[config.mk]
export PLATFORM = sky130hd
export DESIGN_NAME = geared_encoder_feedback_decoder
export DESIGN_NICKNAME = d
export VERILOG_FILES = /design/src/gefd_pkg.sv /design/src/gefd_front.sv /design/src/gefd_div.sv /design/src/gefd_back.sv /design/src/geared_encoder_feedback_decoder.sv
export SDC_FILE = /design/constraint.sdc
export NUM_CORES = 1
export LEC_CHECK = 0
export BUFFER_PORTS_ARGS = -buffer_cell sky130_fd_sc_hd__buf_2
export CAP_MARGIN = 20
export CORE_MARGIN = 5
export CORE_UTILIZATION = 35
export DETAILED_ROUTE_END_ITERATION = 16
export GPL_ROUTABILITY_DRIVEN = 0
export PLACE_DENSITY = 0.6
export SLEW_MARGIN = 10
export SYNTH_ARGS = -nofsm -noshare
export SYNTH_HDL_FRONTEND = slang
export SYNTH_SLANG_ARGS = --single-unit
[constraint.sdc]
create_clock -name clk -period 6 [get_ports clk]
set_input_delay 1.2 -clock clk [delete_from_list [all_inputs] [get_ports clk]]
set_output_delay 1.2 -clock clk [all_outputs]
set_load 0.1 [all_outputs]
[src/gefd_pkg.sv]
// Package for the geared encoder feedback decoder.
// Holds the item types, the queue entry, the back-end state enum and fixed constants.
// No dependencies.
package gefd_pkg;

    // Field widths fixed by the frame format
    localparam int ANGLE_W = 13;
    localparam int SPEED_W = 16;
    localparam int RATIO_W = 8;

    // Encoder full scale and half scale
    localparam logic [ANGLE_W-1:0] ENCODER_MAX = 13'd8191;
    localparam logic [ANGLE_W-1:0] HALF_SPAN   = ENCODER_MAX / 2;

    // Serial divider: one dividend lane per quotient, all sharing the ratio
    localparam int DIV_W      = 16;
    localparam int DIV_LANES  = 4;
    localparam int LANE_SPEED = 0;
    localparam int LANE_ANGLE = 1;
    localparam int LANE_HALF  = 2;
    localparam int LANE_SPAN  = 3;

    // Input item
    typedef struct packed {
        logic [ANGLE_W-1:0]        raw_angle;
        logic signed [SPEED_W-1:0] raw_speed;
    } frame_t;

    // Result item
    typedef struct packed {
        logic signed [SPEED_W-1:0] rotor_speed;
        logic signed [SPEED_W-1:0] shaft_speed;
        logic [ANGLE_W-1:0]        reduced_angle;
        logic [RATIO_W-1:0]        turn_index;
        logic [ANGLE_W-1:0]        shaft_angle;
    } result_t;

    // Classified command waiting between front and back
    typedef struct packed {
        logic [ANGLE_W-1:0]        raw_angle;
        logic signed [SPEED_W-1:0] raw_speed;
        logic                      speed_neg;
        logic [SPEED_W-1:0]        speed_mag;
        logic [RATIO_W-1:0]        ratio;
    } cmd_t;

    // Dividend / quotient bundle for the divider lanes
    typedef logic [DIV_LANES-1:0][DIV_W-1:0] div_word_t;

    // Back-end sequencer states
    typedef enum logic [2:0] {
        ST_IDLE,
        ST_DIV,
        ST_TRACK,
        ST_SCALE,
        ST_OUT
    } back_state_t;

endpackage

[src/gefd_front.sv]
// Front end: ratio register, item intake, classification and the command queue.
// Depends on gefd_pkg.
module gefd_front #(
    parameter int QUEUE_DEPTH = 2
) (
    input  logic                         clk,
    input  logic                         rst_n,
    input  logic                         push,
    output logic                         full,
    input  gefd_pkg::frame_t             frame,
    input  logic                         cfg_en,
    input  logic [gefd_pkg::RATIO_W-1:0] cfg_data,
    input  logic                         q_pop,
    output logic                         q_empty,
    output gefd_pkg::cmd_t               q_head
);
    import gefd_pkg::*;

    localparam int PW = (QUEUE_DEPTH > 1) ? $clog2(QUEUE_DEPTH) : 1;
    localparam int CW = $clog2(QUEUE_DEPTH + 1);

    logic [RATIO_W-1:0] gear_ratio_reg;
    cmd_t               queue_mem [QUEUE_DEPTH];
    logic [PW-1:0]      wr_ptr_reg, wr_ptr_next;
    logic [PW-1:0]      rd_ptr_reg, rd_ptr_next;
    logic [CW-1:0]      count_reg, count_next;
    logic               wr_en, rd_en;
    cmd_t               cmd_in;

    // Ratio register; zero is handled when the item is classified
    always_ff @(posedge clk or negedge rst_n)
    begin
        if (!rst_n)
            gear_ratio_reg <= RATIO_W'(1);
        else if (cfg_en)
            gear_ratio_reg <= cfg_data;
    end

    // Classify: speed sign and magnitude, effective ratio
    always_comb
    begin
        cmd_in.raw_angle = frame.raw_angle;
        cmd_in.raw_speed = frame.raw_speed;
        cmd_in.speed_neg = frame.raw_speed[SPEED_W-1];
        cmd_in.speed_mag = frame.raw_speed[SPEED_W-1] ?
                           (SPEED_W'(0) - frame.raw_speed) : frame.raw_speed;
        cmd_in.ratio     = (gear_ratio_reg == '0) ? RATIO_W'(1) : gear_ratio_reg;
    end

    // Queue control
    assign full    = (count_reg == CW'(QUEUE_DEPTH));
    assign q_empty = (count_reg == '0);
    assign wr_en   = push && !full;
    assign rd_en   = q_pop && !q_empty;
    assign q_head  = queue_mem[rd_ptr_reg];

    always_comb
    begin
        wr_ptr_next = wr_ptr_reg;
        rd_ptr_next = rd_ptr_reg;
        count_next  = count_reg;
        if (wr_en)
            wr_ptr_next = (wr_ptr_reg == PW'(QUEUE_DEPTH - 1)) ? '0 : wr_ptr_reg + PW'(1);
        if (rd_en)
            rd_ptr_next = (rd_ptr_reg == PW'(QUEUE_DEPTH - 1)) ? '0 : rd_ptr_reg + PW'(1);
        if (wr_en && !rd_en)
            count_next = count_reg + CW'(1);
        else if (rd_en && !wr_en)
            count_next = count_reg - CW'(1);
    end

    always_ff @(posedge clk or negedge rst_n)
    begin
        if (!rst_n)
        begin
            wr_ptr_reg <= '0;
            rd_ptr_reg <= '0;
            count_reg  <= '0;
        end
        else
        begin
            wr_ptr_reg <= wr_ptr_next;
            rd_ptr_reg <= rd_ptr_next;
            count_reg  <= count_next;
        end
    end

    // Queue storage
    always_ff @(posedge clk)
    begin
        if (wr_en)
            queue_mem[wr_ptr_reg] <= cmd_in;
    end

endmodule

[src/gefd_div.sv]
// Shared serial divider: restoring division, one quotient bit per cycle,
// several dividend lanes against one 8-bit divisor. Depends on gefd_pkg.
module gefd_div (
    input  logic                         clk,
    input  logic                         rst_n,
    input  logic                         start,
    input  gefd_pkg::div_word_t          dividend,
    input  logic [gefd_pkg::RATIO_W-1:0] divisor,
    output logic                         done,
    output gefd_pkg::div_word_t          quotient
);
    import gefd_pkg::*;

    localparam int SW = $clog2(DIV_W);

    logic [RATIO_W-1:0]                 divisor_reg;
    logic [DIV_LANES-1:0][RATIO_W-1:0]  rem_reg, rem_next;
    div_word_t                          quo_reg, quo_next;
    logic [SW-1:0]                      step_reg;
    logic                               busy_reg;
    logic                               done_reg;

    // One restoring step per lane
    always_comb
    begin
        for (int l = 0; l < DIV_LANES; l++)
        begin
            logic [RATIO_W:0] shifted;
            logic             ge;
            shifted     = {rem_reg[l], quo_reg[l][DIV_W-1]};
            ge          = (shifted >= {1'b0, divisor_reg});
            rem_next[l] = ge ? RATIO_W'(shifted - {1'b0, divisor_reg}) : shifted[RATIO_W-1:0];
            quo_next[l] = {quo_reg[l][DIV_W-2:0], ge};
        end
    end

    // Control
    always_ff @(posedge clk or negedge rst_n)
    begin
        if (!rst_n)
        begin
            busy_reg <= 1'b0;
            done_reg <= 1'b0;
            step_reg <= '0;
        end
        else
        begin
            done_reg <= 1'b0;
            if (start)
            begin
                busy_reg <= 1'b1;
                step_reg <= '0;
            end
            else if (busy_reg)
            begin
                step_reg <= step_reg + SW'(1);
                if (step_reg == SW'(DIV_W - 1))
                begin
                    busy_reg <= 1'b0;
                    done_reg <= 1'b1;
                end
            end
        end
    end

    // Datapath
    always_ff @(posedge clk)
    begin
        if (start)
        begin
            divisor_reg <= divisor;
            quo_reg     <= dividend;
            rem_reg     <= '0;
        end
        else if (busy_reg)
        begin
            quo_reg <= quo_next;
            rem_reg <= rem_next;
        end
    end

    assign done     = done_reg;
    assign quotient = quo_reg;

endmodule

[src/gefd_back.sv]
// Back end: sequencer over the serial divider, turn tracking, shaft angle
// scaling and the result register. Depends on gefd_pkg and gefd_div.
module gefd_back (
    input  logic             clk,
    input  logic             rst_n,
    input  logic             q_empty,
    input  gefd_pkg::cmd_t   q_head,
    output logic             q_pop,
    output logic             empty,
    input  logic             pop,
    output gefd_pkg::result_t result
);
    import gefd_pkg::*;

    back_state_t          state_reg, state_next;
    cmd_t                 cmd_reg;
    logic                 div_start, div_done, out_load;
    div_word_t            div_dividend, div_quotient;

    logic [SPEED_W-1:0]   shaft_speed_reg;
    logic [ANGLE_W-1:0]   reduced_reg;
    logic [ANGLE_W-2:0]   half_reg;
    logic [ANGLE_W-1:0]   span_reg;
    logic [ANGLE_W-1:0]   shaft_angle_reg;
    logic [ANGLE_W-1:0]   prev_reduced_reg;
    logic [RATIO_W-1:0]   turn_count_reg;
    logic                 out_valid_reg;
    result_t              result_reg;

    logic signed [ANGLE_W:0]   diff, half_s;
    logic signed [RATIO_W+1:0] cnt_step, ratio_s;
    logic [RATIO_W-1:0]        cnt_new;
    logic [ANGLE_W+RATIO_W-1:0] scale_sum;

    // Dividends taken straight from the queue head at dispatch
    always_comb
    begin
        div_dividend             = '0;
        div_dividend[LANE_SPEED] = q_head.speed_mag;
        div_dividend[LANE_ANGLE] = DIV_W'(q_head.raw_angle);
        div_dividend[LANE_HALF]  = DIV_W'(HALF_SPAN);
        div_dividend[LANE_SPAN]  = DIV_W'(ENCODER_MAX);
    end

    gefd_div u_div (
        .clk      (clk),
        .rst_n    (rst_n),
        .start    (div_start),
        .dividend (div_dividend),
        .divisor  (q_head.ratio),
        .done     (div_done),
        .quotient (div_quotient)
    );

    // Sequencer
    always_ff @(posedge clk or negedge rst_n)
    begin
        if (!rst_n)
            state_reg <= ST_IDLE;
        else
            state_reg <= state_next;
    end

    always_comb
    begin
        state_next = state_reg;
        q_pop      = 1'b0;
        div_start  = 1'b0;
        out_load   = 1'b0;
        unique case (state_reg)
            ST_IDLE:
            begin
                if (!q_empty)
                begin
                    q_pop      = 1'b1;
                    div_start  = 1'b1;
                    state_next = ST_DIV;
                end
            end
            ST_DIV:
            begin
                if (div_done)
                    state_next = ST_TRACK;
            end
            ST_TRACK:
                state_next = ST_SCALE;
            ST_SCALE:
                state_next = ST_OUT;
            ST_OUT:
            begin
                if (!out_valid_reg || pop)
                begin
                    out_load   = 1'b1;
                    state_next = ST_IDLE;
                end
            end
            default:
                state_next = ST_IDLE;
        endcase
    end

    // Wrap detection and turn count update
    always_comb
    begin
        diff     = $signed({1'b0, reduced_reg}) - $signed({1'b0, prev_reduced_reg});
        half_s   = $signed({2'b00, half_reg});
        ratio_s  = $signed({2'b00, cmd_reg.ratio});
        cnt_step = $signed({2'b00, turn_count_reg});
        if (diff > half_s)
            cnt_step = cnt_step - 10'sd1;
        else if (diff < -half_s)
            cnt_step = cnt_step + 10'sd1;
        if (cnt_step >= ratio_s)
            cnt_new = '0;
        else if (cnt_step < 10'sd0)
            cnt_new = cmd_reg.ratio - RATIO_W'(1);
        else
            cnt_new = cnt_step[RATIO_W-1:0];
    end

    // Shaft angle: turn count times span plus reduced angle
    assign scale_sum = turn_count_reg * span_reg + {{RATIO_W{1'b0}}, reduced_reg};

    // Tracking state
    always_ff @(posedge clk or negedge rst_n)
    begin
        if (!rst_n)
        begin
            turn_count_reg   <= '0;
            prev_reduced_reg <= '0;
        end
        else if (state_reg == ST_TRACK)
        begin
            turn_count_reg   <= cnt_new;
            prev_reduced_reg <= reduced_reg;
        end
    end

    // Working registers
    always_ff @(posedge clk)
    begin
        if (div_start)
            cmd_reg <= q_head;
        if (state_reg == ST_DIV && div_done)
        begin
            shaft_speed_reg <= cmd_reg.speed_neg ?
                               (SPEED_W'(0) - div_quotient[LANE_SPEED]) :
                               div_quotient[LANE_SPEED];
            reduced_reg     <= div_quotient[LANE_ANGLE][ANGLE_W-1:0];
            half_reg        <= div_quotient[LANE_HALF][ANGLE_W-2:0];
            span_reg        <= div_quotient[LANE_SPAN][ANGLE_W-1:0];
        end
        if (state_reg == ST_SCALE)
            shaft_angle_reg <= scale_sum[ANGLE_W-1:0];
        if (out_load)
        begin
            result_reg.rotor_speed   <= cmd_reg.raw_speed;
            result_reg.shaft_speed   <= shaft_speed_reg;
            result_reg.reduced_angle <= reduced_reg;
            result_reg.turn_index    <= turn_count_reg;
            result_reg.shaft_angle   <= shaft_angle_reg;
        end
    end

    // Result register occupancy
    always_ff @(posedge clk or negedge rst_n)
    begin
        if (!rst_n)
            out_valid_reg <= 1'b0;
        else if (out_load)
            out_valid_reg <= 1'b1;
        else if (pop)
            out_valid_reg <= 1'b0;
    end

    assign empty  = !out_valid_reg;
    assign result = result_reg;

endmodule

[src/geared_encoder_feedback_decoder.sv]
// Top level of the geared encoder feedback decoder.
// Depends on gefd_pkg, gefd_front and gefd_back (which holds gefd_div).
//
//  Channel   Handshake            Payload
//  frame     push / full          gefd_pkg::frame_t  (raw_angle, raw_speed)
//  result    empty / pop          gefd_pkg::result_t (speeds, angles, turn index)
//  config    cfg_en               cfg_data = gear_ratio, 8 bits, ratio 0 acts as 1
//
// In the back end an item passes a dispatch step, 16 divider steps plus a done
// step in the serial divider, then track, scale and output.
// Reset empties the queue and the result register and clears the turn tracking; ratio is 1.
// The front queue holds QUEUE_DEPTH items while the back end is busy; the back
// end waits in its output step while the result register is still full.
module geared_encoder_feedback_decoder #(
    parameter int QUEUE_DEPTH = 2
) (
    input  logic                         clk,
    input  logic                         rst_n,
    input  logic                         push,
    output logic                         full,
    input  gefd_pkg::frame_t             frame,
    output logic                         empty,
    input  logic                         pop,
    output gefd_pkg::result_t            result,
    input  logic                         cfg_en,
    input  logic [gefd_pkg::RATIO_W-1:0] cfg_data
);
    import gefd_pkg::*;

    logic q_pop;
    logic q_empty;
    cmd_t q_head;

    gefd_front #(
        .QUEUE_DEPTH (QUEUE_DEPTH)
    ) u_front (
        .clk      (clk),
        .rst_n    (rst_n),
        .push     (push),
        .full     (full),
        .frame    (frame),
        .cfg_en   (cfg_en),
        .cfg_data (cfg_data),
        .q_pop    (q_pop),
        .q_empty  (q_empty),
        .q_head   (q_head)
    );

    gefd_back u_back (
        .clk     (clk),
        .rst_n   (rst_n),
        .q_empty (q_empty),
        .q_head  (q_head),
        .q_pop   (q_pop),
        .empty   (empty),
        .pop     (pop),
        .result  (result)
    );

endmodule

Word-level counts from Yosys, hierarchy flattened

Memory sizes are Yosys's and may differ from the RTL's.
Cells that the tools add are included.

Logic and storage cells: 124
Memories: 1
Flip-flop bits (word level): 297
Memory bits (writable): 108
Output and inout bits: 68

Memories:

| memory            | words | width | rd ports | clocked after memory_dff | write ports | line             | RTL |
|---|---|---|---|---|---|---|---|
| u_front.queue_mem | 2     | 54    | 1        | 0                        | 1           | gefd_front.sv:23 | `cmd_t queue_mem [QUEUE_DEPTH];` |

Magnitude comparators: 8
Equal/unequal tests: 9
Mux-type cells: 37
$add $sub $neg: 17
Reduce and logical (&&, ||, !) cells: 18
$mul: 1

Operators by type and width:

| operator              | number |
|---|---|
| $mux 29               | 2 |
| $mux 8                | 7 |
| $ge 9x8->1            | 4 |
| $mux 16               | 2 |
| $sub 1x16->16 const A | 2 |
| $sub 8x8->8           | 4 |
| $mux 10               | 2 |
| $mux 1                | 16 |
| $pmux 3 s5            | 1 |
| $gt 14x13->1          | 1 |
| $lt 14x14->1          | 1 |
| $neg 12->14           | 1 |
| $sub 13x13->14        | 1 |
| $add 13x13->13        | 1 |
| $mul 8x13->13         | 1 |
| $ge 10x9->1           | 1 |
| $lt 10x1->1 const B   | 1 |
| $add 8x1->9 const B   | 1 |
| $mux 3                | 3 |
| $sub 8x1->9 const B   | 1 |
| $logic_not 8->1       | 1 |
| $mux 4                | 2 |
| $sub 8x1->8 const B   | 1 |
| $eq 3x2->1 const B    | 2 |
| other kinds (18)      | 31 |

Depth between registers and ports, before layout

Depth after elaboration: 7
Depth in mapped cells: 33
Depth with buffers taken out: 31

Cells and area by module

Synthesis repeated with hierarchy kept, for this count alone.

Cells, all modules: 1661
Area, all modules: 21378.0 sq um

By module, submodules not included:

| module     | seq. area each (sq um) | times used | area an instance (sq um) | cells each |
|---|---|---|---|---|
| gefd_back  | 5370.2                 | 1          | 10705.3                  | 899 |
| gefd_div   | 2952.8                 | 1          | 6037.0                   | 507 |
| gefd_front | 3424.5                 | 1          | 4635.7                   | 255 |

Least setup slack after synthesis

Ideal clock, no wire load.

Path type: register to register
Start point: register u_back.state_reg[0]
End point: register u_back.half_reg[0] (enable)
Data required time: 5.397 ns
Setup time: 0.603 ns
Cell stages (with the launch flop): 2
Arrival time: 5.691 ns
Slack: -0.294 ns
Cells stage by stage: dfrtp_1 > nor4bb_1

Longest elaborated chain between the ends: 2

Ends and longest elaborated chain:

| element                  | line             | RTL |
|---|---|---|
| start: declaration       | gefd_back.sv:15  | `back_state_t state_reg, state_next;` |
| start signal: assignment | gefd_back.sv:61  | `state_reg <= state_next;` |
| $eq 3x1->1               | gefd_back.sv:144 | `if (state_reg == ST_DIV && div_done)` |
| $logic_and 1x1->1        | gefd_back.sv:144 |  |
| end signal: assignment   | gefd_back.sv:150 | `half_reg <= div_quotient[LANE_HALF][ANGLE_W-2:0];` |
| end: declaration         | gefd_back.sv:22  | `logic [ANGLE_W-2:0] half_reg;` |

No other way between the ends.
A chain may end at the register's enable or synchronous reset.

Worst setup path after layout

Start point: register u_back.reduced_reg[0]
End point: register u_back.turn_count_reg[5]

Longest elaborated chain between the ends: 7
Elaborated cells between the ends (all ways): 9
Classes of those cells: 1 x add/sub; 4 x order compare; 4 x mux

Ends and longest elaborated chain:

| element                  | line             | RTL |
|---|---|---|
| start: declaration       | gefd_back.sv:21  | `logic [ANGLE_W-1:0] reduced_reg;` |
| start signal: assignment | gefd_back.sv:149 | `reduced_reg <= div_quotient[LANE_ANGLE][ANGLE_W-1:0];` |
| $sub 13x13->14 (*)       | gefd_back.sv:105 | `diff = $signed({1'b0, reduced_reg}) - $signed({1'b0, prev_reduced_reg});` |
| $lt 14x14->1             | gefd_back.sv:111 | `else if (diff < -half_s)` |
| $mux 10                  | gefd_back.sv:111 |  |
| $mux 10 (*)              | gefd_back.sv:109 | `if (diff > half_s)` |
| $lt 10x1->1              | gefd_back.sv:115 | `else if (cnt_step < 10'sd0)` |
| $mux 8                   | gefd_back.sv:115 |  |
| $mux 8 (*)               | gefd_back.sv:113 | `if (cnt_step >= ratio_s)` |
| end signal: assignment   | gefd_back.sv:134 | `turn_count_reg <= cnt_new;` |
| end: declaration         | gefd_back.sv:26  | `logic [RATIO_W-1:0] turn_count_reg;` |

Mark *: on every way between the ends. The rest lies on a longest branch, timed or not.

==> out/summary.txt <==
status -> completed
Buffers on Ports -> 109
final setup skew -> 0.0287 ns
Core Region -> 0.0566 mm2
pin count of the biggest net entering global routing -> 74
CP max stage delay -> 0.43 ns
Vias -> 12,500
Vias per Instance -> 4.85
Pleak -> 9.44 nW
asr flop ratio synth -> 10.8%
I/O Pins -> 110
most used cell, CP -> a21o_1
Critical Path AT -> 6.41 ns
EDFF count, synth -> 290
Initial Util -> 35.5%
Yosys reg bits -> 400
Critical Path End Type -> flop
Clock transition at path regs -> 0.06 ns
Fmax achieved -> 0.169 GHz
worst setup margin -> 0.0705 ns
FILL cells -> 5,356
Slew headroom -> 27.7%
clk sinks -> 400
predominant post-synthesis flop cell -> edfxtp_1
Routed Antenna Nets -> 0
DRT Pass-1 Iters -> 4
Setup crit start kind -> flop
syn nets -> 1,872
crit path kind -> flop to flop
final hold vios -> 0
Die H -> 250 um
Worst-Skew Late Latency -> 0.58 ns
Ys Warns -> 0
routed wire length -> 43.2 mm
max_cap viols -> 0
dpl ws -> -0.119 ns
HP Class -> flop to flop
Req. time, crit path -> 6.48 ns
slowest CP cell -> nor4_4
P&R area growth vs syn -> 15.6%
gr usage total -> 13.7%
hold_ws -> 0.412 ns
P per Cell Area -> 485 mW/mm2
CTS root buffer -> clkbuf_16
GRT overflow -> 0
DP Wirelength -> 30.0 mm
H-tree level count -> 2
Avg Cell Area, Syn -> 12.1 um2
Layout Nets -> 2,000
DRC -> 0
Placed Instances -> 2,504
crit path time final -> 5.93 ns
full die area -> 0.0624 mm2
Peak VDD IR -> 219 uV
Power, Total -> 11.3 mW
netlist area before placement -> 0.0201 mm2
Slew Limit Fails -> 0
Final Core Density -> 41.1%
CTS buffer count -> 42
Worst Path Max Fanout -> 4
area leader, netlist -> edfxtp_1
Area contributors post-synth -> edfxtp_1 43%, dfxtp_1 6.7%, ha_1 6.4%, fa_1 5.8%, dfrtp_1 5.2%
cts hold-fix bufs -> 0
Mapped Cells -> 1,669
Final Non-Filler Cells -> 2,588
Synth top area share -> 43.3%
Core Rows -> 87
layout cell share with drive strength beyond 1 -> 15.8%
area of the multi-input gates -> 0.00841 mm2
vias in the first global route -> 12,700
CTS Buffer Depth -> 3
wire per inst -> 16.7 um
register area share after synthesis -> 55.3%
Synth cell types -> 77
initial DRC count -> 617
first-pass GRT wire length -> 69.3 mm
Hold Path Depth -> 0
register area -> 0.0111 mm2
reg2reg path depth -> 31
initial antenna violation count -> 2
worst-margin pin slew -> 1.08 ns
CTS tree -> done
period utilization -> 98.8%
RSZ-0062 raised after global routing -> yes
Die X -> 250 um
max reg flops -> 104
Finish-stage setup viols -> 0
logic make-up (layout without fill, tap and decap cells):
logic type	count (synthesis)	count (layout)	share of synthesized area (%)
XOR/XNOR	96	96	4.22
other	0	1	0
multiplexers	114	114	5.89
flip-flops	400	400	55.3
adder cells (fa/ha/maj)	161	161	12.2
AO/OA/AOI/OAI	260	260	8.30
buffers and inverters	196	358	3.71
AND/OR/NAND/NOR	442	442	10.4
stage by stage:
stage | instance area, um2 | setup TNS, ns
2_1_floorplan | 20100 | 0
3_3_place_gp | 21600 | -0.0173
3_5_place_dp | 21600 | -0.236
4_1_cts | 23100 | 0
5_1_grt | 23200 | -1.44
6_report | 23200 | 0
path summary, 6_finish.rpt:
path	startpoint	end	slack [ns]
worst max register to register	u_back.reduced_reg[0]	u_back.turn_count_reg[5]	0.07
worst min register to register	u_back.cmd_reg[33]	u_back.result[58]	0.41
max in group asynchronous	rst_n	u_front.rd_ptr_reg	4.75
worst max-delay path	u_back.reduced_reg[0]	u_back.turn_count_reg[5]	0.07
worst min-delay path	u_back.cmd_reg[33]	u_back.result[58]	0.41
min in group asynchronous	rst_n	u_back.turn_count_reg[3]	0.76
Yosys cell counts, drive strengths merged, types with 3 or more instances:
library cell	number
or4	7
ha	103
nor2b	22
and3	10
inv	136
dfxtp	67
a31oi	5
nand2b	18
clkbuf	44
nor4	7
edfxtp	290
fa	58
a21oi	57
a21boi	8
nand4	11
a211oi	6
nor2	81
xnor2	69
nor3	26
a22o	3
o21a	6
buf	16
o21ai	110
o31ai	11
and2	32
nand2	198
o21bai	7
mux2	35
mux2i	79
nand3	16
o41ai	4
a21o	11
o31a	12
dfrtp	42
xor2	27
timing repair:
action | CTS | global route
buffers inserted | 0 | 4
setup endpoints to repair | 6 | 8
pin swaps | 1 | 26
gates resized for setup | 3 | 29
gates cloned | 1 | 0
final cells by class:
| class | instances | share of cell area [%] |
|---|---|---|
| antenna | 1 | 0.0108 |
| tap | 756 | 4.07 |
| clock inverter | 18 | 1.07 |
| multi-input combinational | 1073 | 36.2 |
| clock buffer | 60 | 5.12 |
| inverter | 136 | 2.20 |
| sequential | 400 | 47.9 |
| timing repair buffer | 144 | 3.48 |
critical path, delay by kind of cell (launching register included):
family	cells	cell delay, ns
flip-flops	1	0.40
buffers and inverters	1	0.09
XOR/XNOR	1	0.14
adder cells (fa/ha/maj)	4	0.97
AO/OA/AOI/OAI	13	2.39
AND/OR/NAND/NOR	12	1.83
per-layer routing:
layer  up-vias  part of all wire, %  routed length (um)  GRT usage, %
met2       243                   47               20500          22.6
met5         -                    0                   0             0
met3        68                  4.7                2010          2.78
met4         0                  2.6                1130          4.48
li1       6124                    -                   -             -
met1      6106                   45               19600          18.1
cells in the final DEF, fill, tap and decap left out, drive strengths merged, types with 3 or more instances in the layout:
master / netlist / final
or4: 7 / 7
and3: 10 / 10
o21a: 6 / 6
nor2: 81 / 81
o31a: 12 / 12
bufinv: 0 / 4
clkbuf: 44 / 60
and2: 32 / 32
nor4: 7 / 7
inv: 136 / 135
nor3: 26 / 26
o31ai: 11 / 11
nand4: 11 / 11
xor2: 27 / 27
fa: 58 / 58
dfxtp: 67 / 67
a21boi: 8 / 8
clkinv: 0 / 13
a21oi: 57 / 57
nand2: 198 / 198
mux2: 35 / 35
nand2b: 18 / 18
o21ai: 110 / 110
a211oi: 6 / 6
nor2b: 22 / 22
a22o: 3 / 3
ha: 103 / 103
mux2i: 79 / 79
o21bai: 7 / 7
dfrtp: 42 / 42
nand3: 16 / 16
xnor2: 69 / 69
o41ai: 4 / 4
buf: 16 / 144
a31oi: 5 / 5
edfxtp: 290 / 290
a21o: 11 / 11
report_power, final:
| group | total (mW) | leakage [nW] | internal (mW) | switching (mW) |
|---|---|---|---|---|
| clock | 2.67 | 0.689 | 1.57 | 1.09 |
| sequential | 4.35 | 3.73 | 3.90 | 0.450 |
| combinational | 4.25 | 5.02 | 1.83 | 2.43 |
| total | 11.3 | 9.44 | 7.29 | 3.97 |
Power figures use the tool's default switching activity.
